[src/hdl/wtq_pkg.sv]
// ----------------------------------------------------------------------------
// wtq_pkg: shared types and codes of the weighted two-class time queue
// Word layouts, operation and status codes, and the cell control bundle.
// ----------------------------------------------------------------------------
package wtq_pkg;

    localparam int MinuteW = 11;
    localparam int QuotaW  = 4;

    // operation codes
    localparam logic OP_INSERT = 1'b0;
    localparam logic OP_SERVE  = 1'b1;

    // status codes
    localparam logic [1:0] STATUS_DONE  = 2'd0;
    localparam logic [1:0] STATUS_FULL  = 2'd1;
    localparam logic [1:0] STATUS_EMPTY = 2'd2;

    // reset value of the quota register
    localparam logic [QuotaW-1:0] QUOTA_RESET = 4'd3;

    // request word
    typedef struct packed {
        logic               operation;
        logic               client_class;
        logic               priority_flag;
        logic [MinuteW-1:0] arrival_minute;
    } wtq_req_t;

    // response word
    typedef struct packed {
        logic [1:0]         status;
        logic               served_class;
        logic               served_priority;
        logic [MinuteW-1:0] served_minute;
        logic [4:0]         occupancy;
    } wtq_rsp_t;

    // one queued entry
    typedef struct packed {
        logic               cls;
        logic               prio;
        logic [MinuteW-1:0] minute;
    } wtq_entry_t;

    // control broadcast to every cell
    typedef struct packed {
        logic       ins;        // insert new_entry in time order
        logic       rem;        // remove oldest entry whose prio equals want
        logic       want;
        wtq_entry_t new_entry;
    } wtq_ctl_t;

endpackage

[src/hdl/wtq_cell.sv]
// ----------------------------------------------------------------------------
// wtq_cell: one slot of the ordered queue
// Holds one entry; on insert it keeps, takes the new entry or takes its left
// neighbour; on removal it takes its right neighbour from the served slot on.
// ----------------------------------------------------------------------------
module wtq_cell (
    input  logic              clk,
    input  wtq_pkg::wtq_ctl_t ctl,
    input  logic              valid,
    input  wtq_pkg::wtq_entry_t left_entry,
    input  logic              left_le,
    input  wtq_pkg::wtq_entry_t right_entry,
    input  logic              found_in,
    input  wtq_pkg::wtq_entry_t served_in,
    output wtq_pkg::wtq_entry_t entry,
    output logic              le,
    output logic              found_out,
    output wtq_pkg::wtq_entry_t served_out
);

    wtq_pkg::wtq_entry_t entry_reg;
    wtq_pkg::wtq_entry_t entry_next;
    logic                match;
    logic                hit;

    // ordering flag: this entry is not newer than the incoming one
    assign le = valid && (entry_reg.minute <= ctl.new_entry.minute);

    // search chain for the oldest entry of the wanted kind
    assign match      = valid && (entry_reg.prio == ctl.want);
    assign hit        = match && !found_in;
    assign found_out  = found_in || match;
    assign served_out = hit ? entry_reg : served_in;

    // slot update
    always_comb
    begin
        entry_next = entry_reg;
        if (ctl.ins)
        begin
            if (!le)
            begin
                entry_next = left_le ? ctl.new_entry : left_entry;
            end
        end
        else if (ctl.rem)
        begin
            if (found_out)
            begin
                entry_next = right_entry;
            end
        end
    end

    always_ff @(posedge clk)
    begin
        entry_reg <= entry_next;
    end

    assign entry = entry_reg;

endmodule

[src/hdl/weighted_two_class_time_queue_unit.sv]
// ----------------------------------------------------------------------------
// weighted_two_class_time_queue_unit: time-ordered queue with priority quota
// Row of cells holding entries oldest first; inserts and weighted serves.
// ----------------------------------------------------------------------------
// A word accepted in the idle state is worked in the execute state, where the
// search and shift ripple through the row of cells and its response is
// registered; that state waits while an older response is still unread.
// One word is in work at a time, so the next word is taken only once this
// response is registered, even while it still waits to be read.
// Reset (rst_n, asynchronous, active low) empties the queue, clears the quota
// counter and loads the quota with three; slot contents are not cleared.
module weighted_two_class_time_queue_unit #(
    parameter int QUEUE_DEPTH = 16
) (
    input  logic                   clk,
    input  logic                   rst_n,
    input  logic                   req_valid,
    output logic                   req_ready,
    input  wtq_pkg::wtq_req_t      req,
    output logic                   rsp_valid,
    input  logic                   rsp_ready,
    output wtq_pkg::wtq_rsp_t      rsp,
    input  logic                   cfg_we,
    input  logic [wtq_pkg::QuotaW-1:0] cfg_data
);

    localparam int CW = $clog2(QUEUE_DEPTH + 1);
    localparam int QW = wtq_pkg::QuotaW;

    typedef enum logic [1:0] {
        ST_IDLE = 2'b01,
        ST_EXEC = 2'b10
    } state_t;

    state_t              state_reg, state_next;
    wtq_pkg::wtq_req_t   req_reg;
    logic [CW-1:0]       count_reg, count_next;
    logic [CW-1:0]       prio_cnt_reg, prio_cnt_next;
    logic [QW-1:0]       quota_cnt_reg, quota_cnt_next;
    logic [QW-1:0]       quota_reg;
    wtq_pkg::wtq_rsp_t   rsp_reg, rsp_next;
    logic                rsp_valid_reg, rsp_valid_next;

    logic                fire, is_ins, full, empty, has_p, has_np;
    logic                want;
    wtq_pkg::wtq_ctl_t   ctl;
    logic [CW+4:0]       occ_ext;

    wtq_pkg::wtq_entry_t cell_entry [QUEUE_DEPTH];
    logic                cell_le    [QUEUE_DEPTH];
    logic                found      [QUEUE_DEPTH+1];
    wtq_pkg::wtq_entry_t served     [QUEUE_DEPTH+1];

    // request side handshake
    assign req_ready = (state_reg == ST_IDLE);
    assign fire      = (state_reg == ST_EXEC) && (!rsp_valid_reg || rsp_ready);

    // queue status
    assign is_ins = (req_reg.operation == wtq_pkg::OP_INSERT);
    assign full   = (count_reg == CW'(QUEUE_DEPTH));
    assign empty  = (count_reg == '0);
    assign has_p  = (prio_cnt_reg != '0);
    assign has_np = (prio_cnt_reg != count_reg);

    // serve selection and quota counter
    always_comb
    begin
        if (quota_cnt_reg < quota_reg)
        begin
            if (has_p)
            begin
                want           = 1'b1;
                quota_cnt_next = quota_cnt_reg + QW'(1);
            end
            else
            begin
                want           = 1'b0;
                quota_cnt_next = '0;
            end
        end
        else if (has_np)
        begin
            want           = 1'b0;
            quota_cnt_next = '0;
        end
        else
        begin
            want           = 1'b1;
            quota_cnt_next = (quota_reg != '0) ? quota_reg - QW'(1) : '0;
        end
    end

    // cell control broadcast
    always_comb
    begin
        ctl.ins              = fire && is_ins && !full;
        ctl.rem              = fire && !is_ins && !empty;
        ctl.want             = want;
        ctl.new_entry.cls    = req_reg.client_class;
        ctl.new_entry.prio   = req_reg.priority_flag;
        ctl.new_entry.minute = req_reg.arrival_minute;
    end

    // row of cells
    assign found[0]  = 1'b0;
    assign served[0] = '0;

    for (genvar i = 0; i < QUEUE_DEPTH; i++)
    begin : g_cell
        wtq_pkg::wtq_entry_t left_e, right_e;
        logic                left_l;
        logic                valid;

        assign valid = (count_reg > CW'(i));

        if (i == 0)
        begin : g_first
            assign left_e = ctl.new_entry;
            assign left_l = 1'b1;
        end
        else
        begin : g_mid
            assign left_e = cell_entry[i-1];
            assign left_l = cell_le[i-1];
        end

        if (i == QUEUE_DEPTH - 1)
        begin : g_last
            assign right_e = cell_entry[i];
        end
        else
        begin : g_inner
            assign right_e = cell_entry[i+1];
        end

        wtq_cell u_cell (
            .clk         (clk),
            .ctl         (ctl),
            .valid       (valid),
            .left_entry  (left_e),
            .left_le     (left_l),
            .right_entry (right_e),
            .found_in    (found[i]),
            .served_in   (served[i]),
            .entry       (cell_entry[i]),
            .le          (cell_le[i]),
            .found_out   (found[i+1]),
            .served_out  (served[i+1])
        );
    end

    // counts and response word
    always_comb
    begin
        count_next     = count_reg;
        prio_cnt_next  = prio_cnt_reg;
        rsp_next       = rsp_reg;
        rsp_valid_next = rsp_valid_reg;
        state_next     = state_reg;

        if (rsp_valid_reg && rsp_ready)
        begin
            rsp_valid_next = 1'b0;
        end

        if (ctl.ins)
        begin
            count_next = count_reg + CW'(1);
            if (req_reg.priority_flag)
            begin
                prio_cnt_next = prio_cnt_reg + CW'(1);
            end
        end
        else if (ctl.rem)
        begin
            count_next = count_reg - CW'(1);
            if (want)
            begin
                prio_cnt_next = prio_cnt_reg - CW'(1);
            end
        end

        occ_ext = {5'd0, count_next};

        unique case (state_reg)
            ST_IDLE:
            begin
                if (req_valid)
                begin
                    state_next = ST_EXEC;
                end
            end
            ST_EXEC:
            begin
                if (fire)
                begin
                    state_next     = ST_IDLE;
                    rsp_valid_next = 1'b1;
                    rsp_next       = '0;
                    if (is_ins)
                    begin
                        rsp_next.status = full ? wtq_pkg::STATUS_FULL
                                               : wtq_pkg::STATUS_DONE;
                    end
                    else if (empty)
                    begin
                        rsp_next.status = wtq_pkg::STATUS_EMPTY;
                    end
                    else
                    begin
                        rsp_next.status          = wtq_pkg::STATUS_DONE;
                        rsp_next.served_class    = served[QUEUE_DEPTH].cls;
                        rsp_next.served_priority = served[QUEUE_DEPTH].prio;
                        rsp_next.served_minute   = served[QUEUE_DEPTH].minute;
                    end
                    rsp_next.occupancy = occ_ext[4:0];
                end
            end
            default:
            begin
                state_next = ST_IDLE;
            end
        endcase
    end

    // control registers
    always_ff @(posedge clk or negedge rst_n)
    begin
        if (!rst_n)
        begin
            state_reg     <= ST_IDLE;
            count_reg     <= '0;
            prio_cnt_reg  <= '0;
            quota_cnt_reg <= '0;
            quota_reg     <= wtq_pkg::QUOTA_RESET;
            rsp_valid_reg <= 1'b0;
        end
        else
        begin
            state_reg     <= state_next;
            count_reg     <= count_next;
            prio_cnt_reg  <= prio_cnt_next;
            rsp_valid_reg <= rsp_valid_next;
            if (ctl.rem)
            begin
                quota_cnt_reg <= quota_cnt_next;
            end
            if (cfg_we)
            begin
                quota_reg <= cfg_data;
            end
        end
    end

    // payload registers
    always_ff @(posedge clk)
    begin
        rsp_reg <= rsp_next;
        if (req_valid && req_ready)
        begin
            req_reg <= req;
        end
    end

    assign rsp_valid = rsp_valid_reg;
    assign rsp       = rsp_reg;

endmodule

[config.mk]
export PLATFORM = sky130hd
export DESIGN_NAME = weighted_two_class_time_queue_unit
export DESIGN_NICKNAME = d
export VERILOG_FILES = /design/src/hdl/wtq_pkg.sv /design/src/hdl/wtq_cell.sv /design/src/hdl/weighted_two_class_time_queue_unit.sv
export SDC_FILE = /design/constraint.sdc
export NUM_CORES = 1
export LEC_CHECK = 0
export BUFFER_PORTS_ARGS = -buffer_cell sky130_fd_sc_hd__buf_2
export CORE_ASPECT_RATIO = 2
export CORE_MARGIN = 2
export CORE_UTILIZATION = 70
export CTS_CLUSTER_DIAMETER = 30
export DETAILED_ROUTE_END_ITERATION = 8
export PLACE_DENSITY_LB_ADDON = 0.08
export SLEW_MARGIN = 20
export SYNTH_ARGS = -nofsm -noshare
export SYNTH_HDL_FRONTEND = slang
export SYNTH_HIERARCHICAL = 1
export SYNTH_SLANG_ARGS = --single-unit
[constraint.sdc]
create_clock -name clk -period 15.2 [get_ports clk]
set_clock_uncertainty 0.15 [all_clocks]
set_input_delay 3.04 -clock clk [delete_from_list [all_inputs] [get_ports clk]]
set_output_delay 3.04 -clock clk [all_outputs]
set_load 0.03 [all_outputs]
==> flow_metrics.env, run 1 <==
export IMPL_dr_total_vias=17186
export IMPL_cpMostUsedCell="inv_1"
export IMPL_critPathMaxStageDelay_ns=0.51
export IMPL_cts_root_buf="clkbuf_16"
export IMPL_gp_congestion=0.946
export IMPL_initial_utilization=0.710
export IMPL_worst_pin_slew_ns=1.10
export IMPL_drt_pass1_iter_count=6
export IMPL_power_mw=3.18
export IMPL_grt_pass1_vias=17797
export IMPL_antenna_cells=0
export IMPL_fin_tns_setup_ns=0
export IMPL_wl_met3_um=4300
export IMPL_clk_path_buf_depth=3
export IMPL_clock_fmax_mhz=127
export IMPL_avgRoutedWirePerCell_um=25.6
export IMPL_wl_met1_um=19900
export IMPL_ctsResizeCount=0
export IMPL_drv_cap=0
export IMPL_finalSetupViolations=0
export IMPL_cts_buffers=38
export IMPL_htreeDepth=2
export IMPL_synth_cells=2114
export IMPL_nets=2352
export IMPL_io_pins=45
export IMPL_ant_nets=0
export IMPL_cts_setup_buffers=0
export IMPL_drt_iter0_drc=1296
export IMPL_syn_to_final_growth_pct=7.28
export IMPL_synth_warnings=6
export IMPL_p_leak_nw=10.4
export IMPL_netlist_area_mm2=0.0219
export IMPL_critPathMaxFanout=16
export IMPL_rsz0062_at_grt="no"
export IMPL_wl_met2_um=34100
export IMPL_arrival_ns=8.01
export IMPL_avgSynthCellArea_um2=10.4
export IMPL_grt_pass1_wl_um=98300
export IMPL_drv_slew=0
export IMPL_peakVddDrop_v=0.000109
export IMPL_grt_overflow_total=0
export IMPL_critPathCaptureType="flip-flop"
export IMPL_viasPerCell=6.65
export IMPL_clkLatencyLatePin_ns=0.55
export IMPL_antenna_found_initial=0
export IMPL_postCtsHoldBufs=0
export IMPL_min_delay_path_class="reg2reg"
export IMPL_cts_clk_slew_worst_paths_ns=0.06
export IMPL_crit_type="reg2reg"
export IMPL_period_share=0.517
export IMPL_drive_above_1_share=0.183
export IMPL_rows=91
export IMPL_slew_headroom=0.265
export IMPL_dr_max_layer_used="met4"
export IMPL_status="finished clean"
export IMPL_place_area_mm2=0.0222
export IMPL_grt_max_degree=238
export IMPL_port_buffers=44
export IMPL_clock_sinks=263
export IMPL_dieArea_mm2=0.0328
export IMPL_hpwl_um=46900
export IMPL_die_w_um=129
export IMPL_wl_um=66200
export IMPL_cp_required_ns=15.36
export IMPL_critPathSlowestCell="dfstp_2"
export IMPL_core_mm2=0.0309
export IMPL_die_h_um=254
export IMPL_grt_usage=0.403
export IMPL_largest_reg_flops=208
export IMPL_drc_errors=0
export IMPL_fin_area_mm2=0.0235
export IMPL_pwr_density_cell_mw_per_mm2=136
export IMPL_cp_start_kind="flip-flop"
export IMPL_hold_viol=0
export IMPL_period_minus_slack_ns=7.86
export IMPL_cts_tree="built"
-- per-layer routing --
layer | track usage | vias to the layer above
met1 | 0.351 | 8149
met4 | 0.400 | 0
met5 | 0 | -
met3 | 0.0889 | 453
met2 | 0.726 | 901
li1 | - | 7683
-- worst paths after layout --
path / startpoint / to / slack (ns) / depth (start not counted)
max: quota_reg[1]$_DFFE_PN1P_ / rsp[5]$_SDFFCE_PP0P_ / 7.34 / 38
min: prio_cnt_reg[4]$_DFFE_PN0P_ / prio_cnt_reg[4]$_DFFE_PN0P_ / 0.36 / 1
max reg2reg: quota_reg[1]$_DFFE_PN1P_ / rsp[5]$_SDFFCE_PP0P_ / 7.34 / 38
min reg2reg: prio_cnt_reg[4]$_DFFE_PN0P_ / prio_cnt_reg[4]$_DFFE_PN0P_ / 0.36 / 1
max in group asynchronous: rst_n / state_reg[0]$_DFFE_PN1P_ / 12.23 / 1
min in group asynchronous: rst_n / quota_reg[3]$_DFFE_PN0P_ / 2.31 / 1
-- power by group --
part	switching [mW]	internal (mW)	leakage, nW	total, mW
sequential	0.0884	0.862	2.45	0.950
clock	0.356	0.569	0.639	0.925
combinational	0.618	0.690	7.32	1.31
-- cell type report --
type | instances | area [um2]
multi-input combinational | 1523 | 12500
tap | 418 | 523
fill | 2192 | 7360
clock buffer | 44 | 1050
sequential | 263 | 7800
timing repair buffer | 73 | 442
clock inverter | 26 | 279
inverter | 239 | 910
-- cell usage in the layout (no fill, tap or decap), types with 32 or more instances in the layout --
master	n
mux2i_1	209
a21oi_1	276
edfxtp_1	242
a211o_1	32
nand2_1	69
buf_2	44
ha_1	190
nor2_1	236
mux2_4	163
mux2_2	49
clkbuf_16	41
inv_1	236
nand4_1	48
-- worst max-delay path: cells and delay by family (launching register included) --
kind | cells | cell delay [ns]
and+or+nand+nor | 5 | 0.94
DFF | 1 | 0.51
adders and majority gates | 1 | 0.31
xor gates and xnor gates | 1 | 0.17
buffers and inverters | 14 | 1.61
muxes | 4 | 1.28
AOI/OAI and AO/OA | 13 | 2.59
-- through the flow --
stage / hold slack, ns / std cells / setup slack (ns) / utilization
after global placement: 0.350 / 2516 / 7.71 / 0.718
after floorplan: 0.324 / 2128 / 7.98 / -
after global routing: 0.380 / 2586 / 6.74 / 0.761
after CTS: 0.363 / 2586 / 7.46 / 0.761
after detailed placement: 0.354 / 2516 / 7.52 / 0.718
final: 0.363 / 2586 / 7.34 / 0.761
Note: power is estimated with default switching activity, not from simulation.
==> run 2: changes to the inputs <==
Settings changed: CORE_UTILIZATION 70 to 65.
Clock period 15.2 ns to 7.9 ns, I/O delays scaled along.
==> run 2 against run 1 <==
Design area up 0.98%. Combinational power up 89%. Sequential power up 94%. Sequential share of layout area down 0.32 points. Largest power group unchanged. Wire length up 3.6%. Worst setup slack worse by 6.9 ns. Clock power up 90%.
==> flow_metrics.env, run 2 (synthesized netlist as in run 1, its figures left out) <==
export IMPL_fin_area_mm2=0.0237
export IMPL_slew_headroom=0.305
export IMPL_rows=95
export IMPL_htreeDepth=2
export IMPL_grt_usage=0.387
export IMPL_dieArea_mm2=0.0353
export IMPL_die_h_um=264
export IMPL_drive_above_1_share=0.191
export IMPL_grt_pass1_wl_um=102000
export IMPL_grt_max_degree=239
export IMPL_min_delay_path_class="reg2reg"
export IMPL_drv_cap=0
export IMPL_hpwl_um=49100
export IMPL_cp_required_ns=8.05
export IMPL_wl_um=68600
export IMPL_core_mm2=0.0334
export IMPL_critPathCaptureType="flip-flop"
export IMPL_ant_nets=0
export IMPL_dr_total_vias=16878
export IMPL_fin_tns_setup_ns=0
export IMPL_drc_errors=0
export IMPL_io_pins=45
export IMPL_drt_iter0_drc=1321
export IMPL_cts_root_buf="clkbuf_16"
export IMPL_avgRoutedWirePerCell_um=26.2
export IMPL_drv_slew=0
export IMPL_critPathMaxFanout=15
export IMPL_initial_utilization=0.656
export IMPL_port_buffers=44
export IMPL_layout_commonest_cell="a21oi_1"
export IMPL_arrival_ns=7.65
export IMPL_viasPerCell=6.44
export IMPL_crit_type="reg2reg"
export IMPL_cts_clk_slew_worst_paths_ns=0.07
export IMPL_antenna_found_initial=1
export IMPL_p_leak_nw=10.5
export IMPL_postCtsHoldBufs=0
export IMPL_layout_common_cells="a21oi_1, edfxtp_1, nor2_1, inv_1, mux2i_1"
export IMPL_cp_start_kind="flip-flop"
export IMPL_pwr_density_cell_mw_per_mm2=256
export IMPL_grt_overflow_total=0
export IMPL_gp_congestion=0.940
export IMPL_place_area_mm2=0.0222
export IMPL_clock_fmax_mhz=133
export IMPL_nets=2367
export IMPL_fillers=2544
export IMPL_period_minus_slack_ns=7.50
export IMPL_clkLatencyLatePin_ns=0.56
export IMPL_cts_tree="built"
export IMPL_largest_reg_flops=208
export IMPL_clock_sinks=263
export IMPL_post_route_util=0.710
export IMPL_clk_path_buf_depth=3
export IMPL_finalSetupViolations=0
export IMPL_worst_pin_slew_ns=1.04
export IMPL_cts_buffers=41
export IMPL_period_share=0.949
export IMPL_status="finished clean"
export IMPL_syn_to_final_growth_pct=8.33
export IMPL_die_w_um=134
export IMPL_hold_viol=0
export IMPL_grt_pass1_vias=17544
export IMPL_rsz0062_at_grt="no"
export IMPL_drt_pass1_iter_count=7
export IMPL_peakVddDrop_v=0.000210
run 2: worst max-delay path: stages, from the launching register on:
cell and delay, ns:
dfstp_2 0.52, inv_1 0.08, ha_1 0.32, a2111oi_4 0.39, buf_4 0.18, o22ai_4 0.10, nand2_1 0.16, buf_6 0.23
xnor2_1 0.19, nand2_1 0.13, nor2_4 0.46, mux2_2 0.39, mux2_2 0.28, mux2_2 0.28, mux2_2 0.27, mux2_2 0.26
mux2_2 0.26, mux2_2 0.27, mux2_2 0.27, mux2_2 0.27, mux2_2 0.26, mux2_2 0.29, mux2_2 0.27, mux2_2 0.29
mux2_2 0.27, mux2_2 0.26, and2_1 0.13
run 2: area by class of cell:
class | instances | area, um2 | area share
Clock inverter | 26 | 228 | 0.00960
Inverter | 239 | 910 | 0.0383
Tap cell | 436 | 546 | 0.0230
Multi-Input combinational cell | 1523 | 12500 | 0.528
Timing Repair Buffer | 85 | 619 | 0.0261
Sequential cell | 263 | 7800 | 0.329
Clock buffer | 48 | 1100 | 0.0466
Antenna cell | 1 | 2.50 | 0.000105
run 2: final timing paths:
check                           cells past startpoint                     start                           end  slack, ns
max in group asynchronous                           1                     rst_n      quota_reg[1]$_DFFE_PN1P_       6.37
worst min-delay path                                2  state_reg[1]$_DFFE_PN0P_           rsp_valid$_DFF_PN0_       0.39
worst max register to register                     26  quota_reg[1]$_DFFE_PN1P_          rsp[5]$_SDFFCE_PP0P_       0.40
worst max-delay path                               26  quota_reg[1]$_DFFE_PN1P_          rsp[5]$_SDFFCE_PP0P_       0.40
worst min register to register                      2  state_reg[1]$_DFFE_PN0P_           rsp_valid$_DFF_PN0_       0.39
min in group asynchronous                           1                     rst_n  quota_cnt_reg[0]$_DFFE_PN0P_       0.85
run 2: what timing repair did:
item | 4_1_cts | 5_1_grt
resized for setup | 0 | 7
setup buffers | 0 | 11
endpoints found under the setup margin | 0 | 39
run 2: stage by stage:
| stage | hold WS [ns] | total power [mW] | cells | setup WS [ns] |
|---|---|---|---|---|
| after floorplan | 0.324 | 3.81 | 2128 | 0.677 |
| after global placement | 0.357 | 4.19 | 2535 | 0.601 |
| after detailed placement | 0.374 | 4.25 | 2535 | 0.422 |
| after CTS | 0.385 | 6.01 | 2609 | 0.332 |
| after global routing | 0.410 | 6.29 | 2620 | 0.0130 |
| final | 0.390 | 6.07 | 2621 | 0.404 |
run 2: layer usage:
layer | GRT usage | vias up | wire length, um
met5 | 0 | - | 0
met4 | 0.394 | 0 | 8140
met3 | 0.0805 | 432 | 3600
met2 | 0.695 | 709 | 35700
met1 | 0.338 | 8025 | 21100
li1 | - | 7712 | -
run 2: power by group:
part | switching (mW) | total, mW | internal (mW)
Sequential | 0.178 | 1.84 | 1.66
Combinational | 1.14 | 2.47 | 1.33
Clock | 0.732 | 1.76 | 1.03
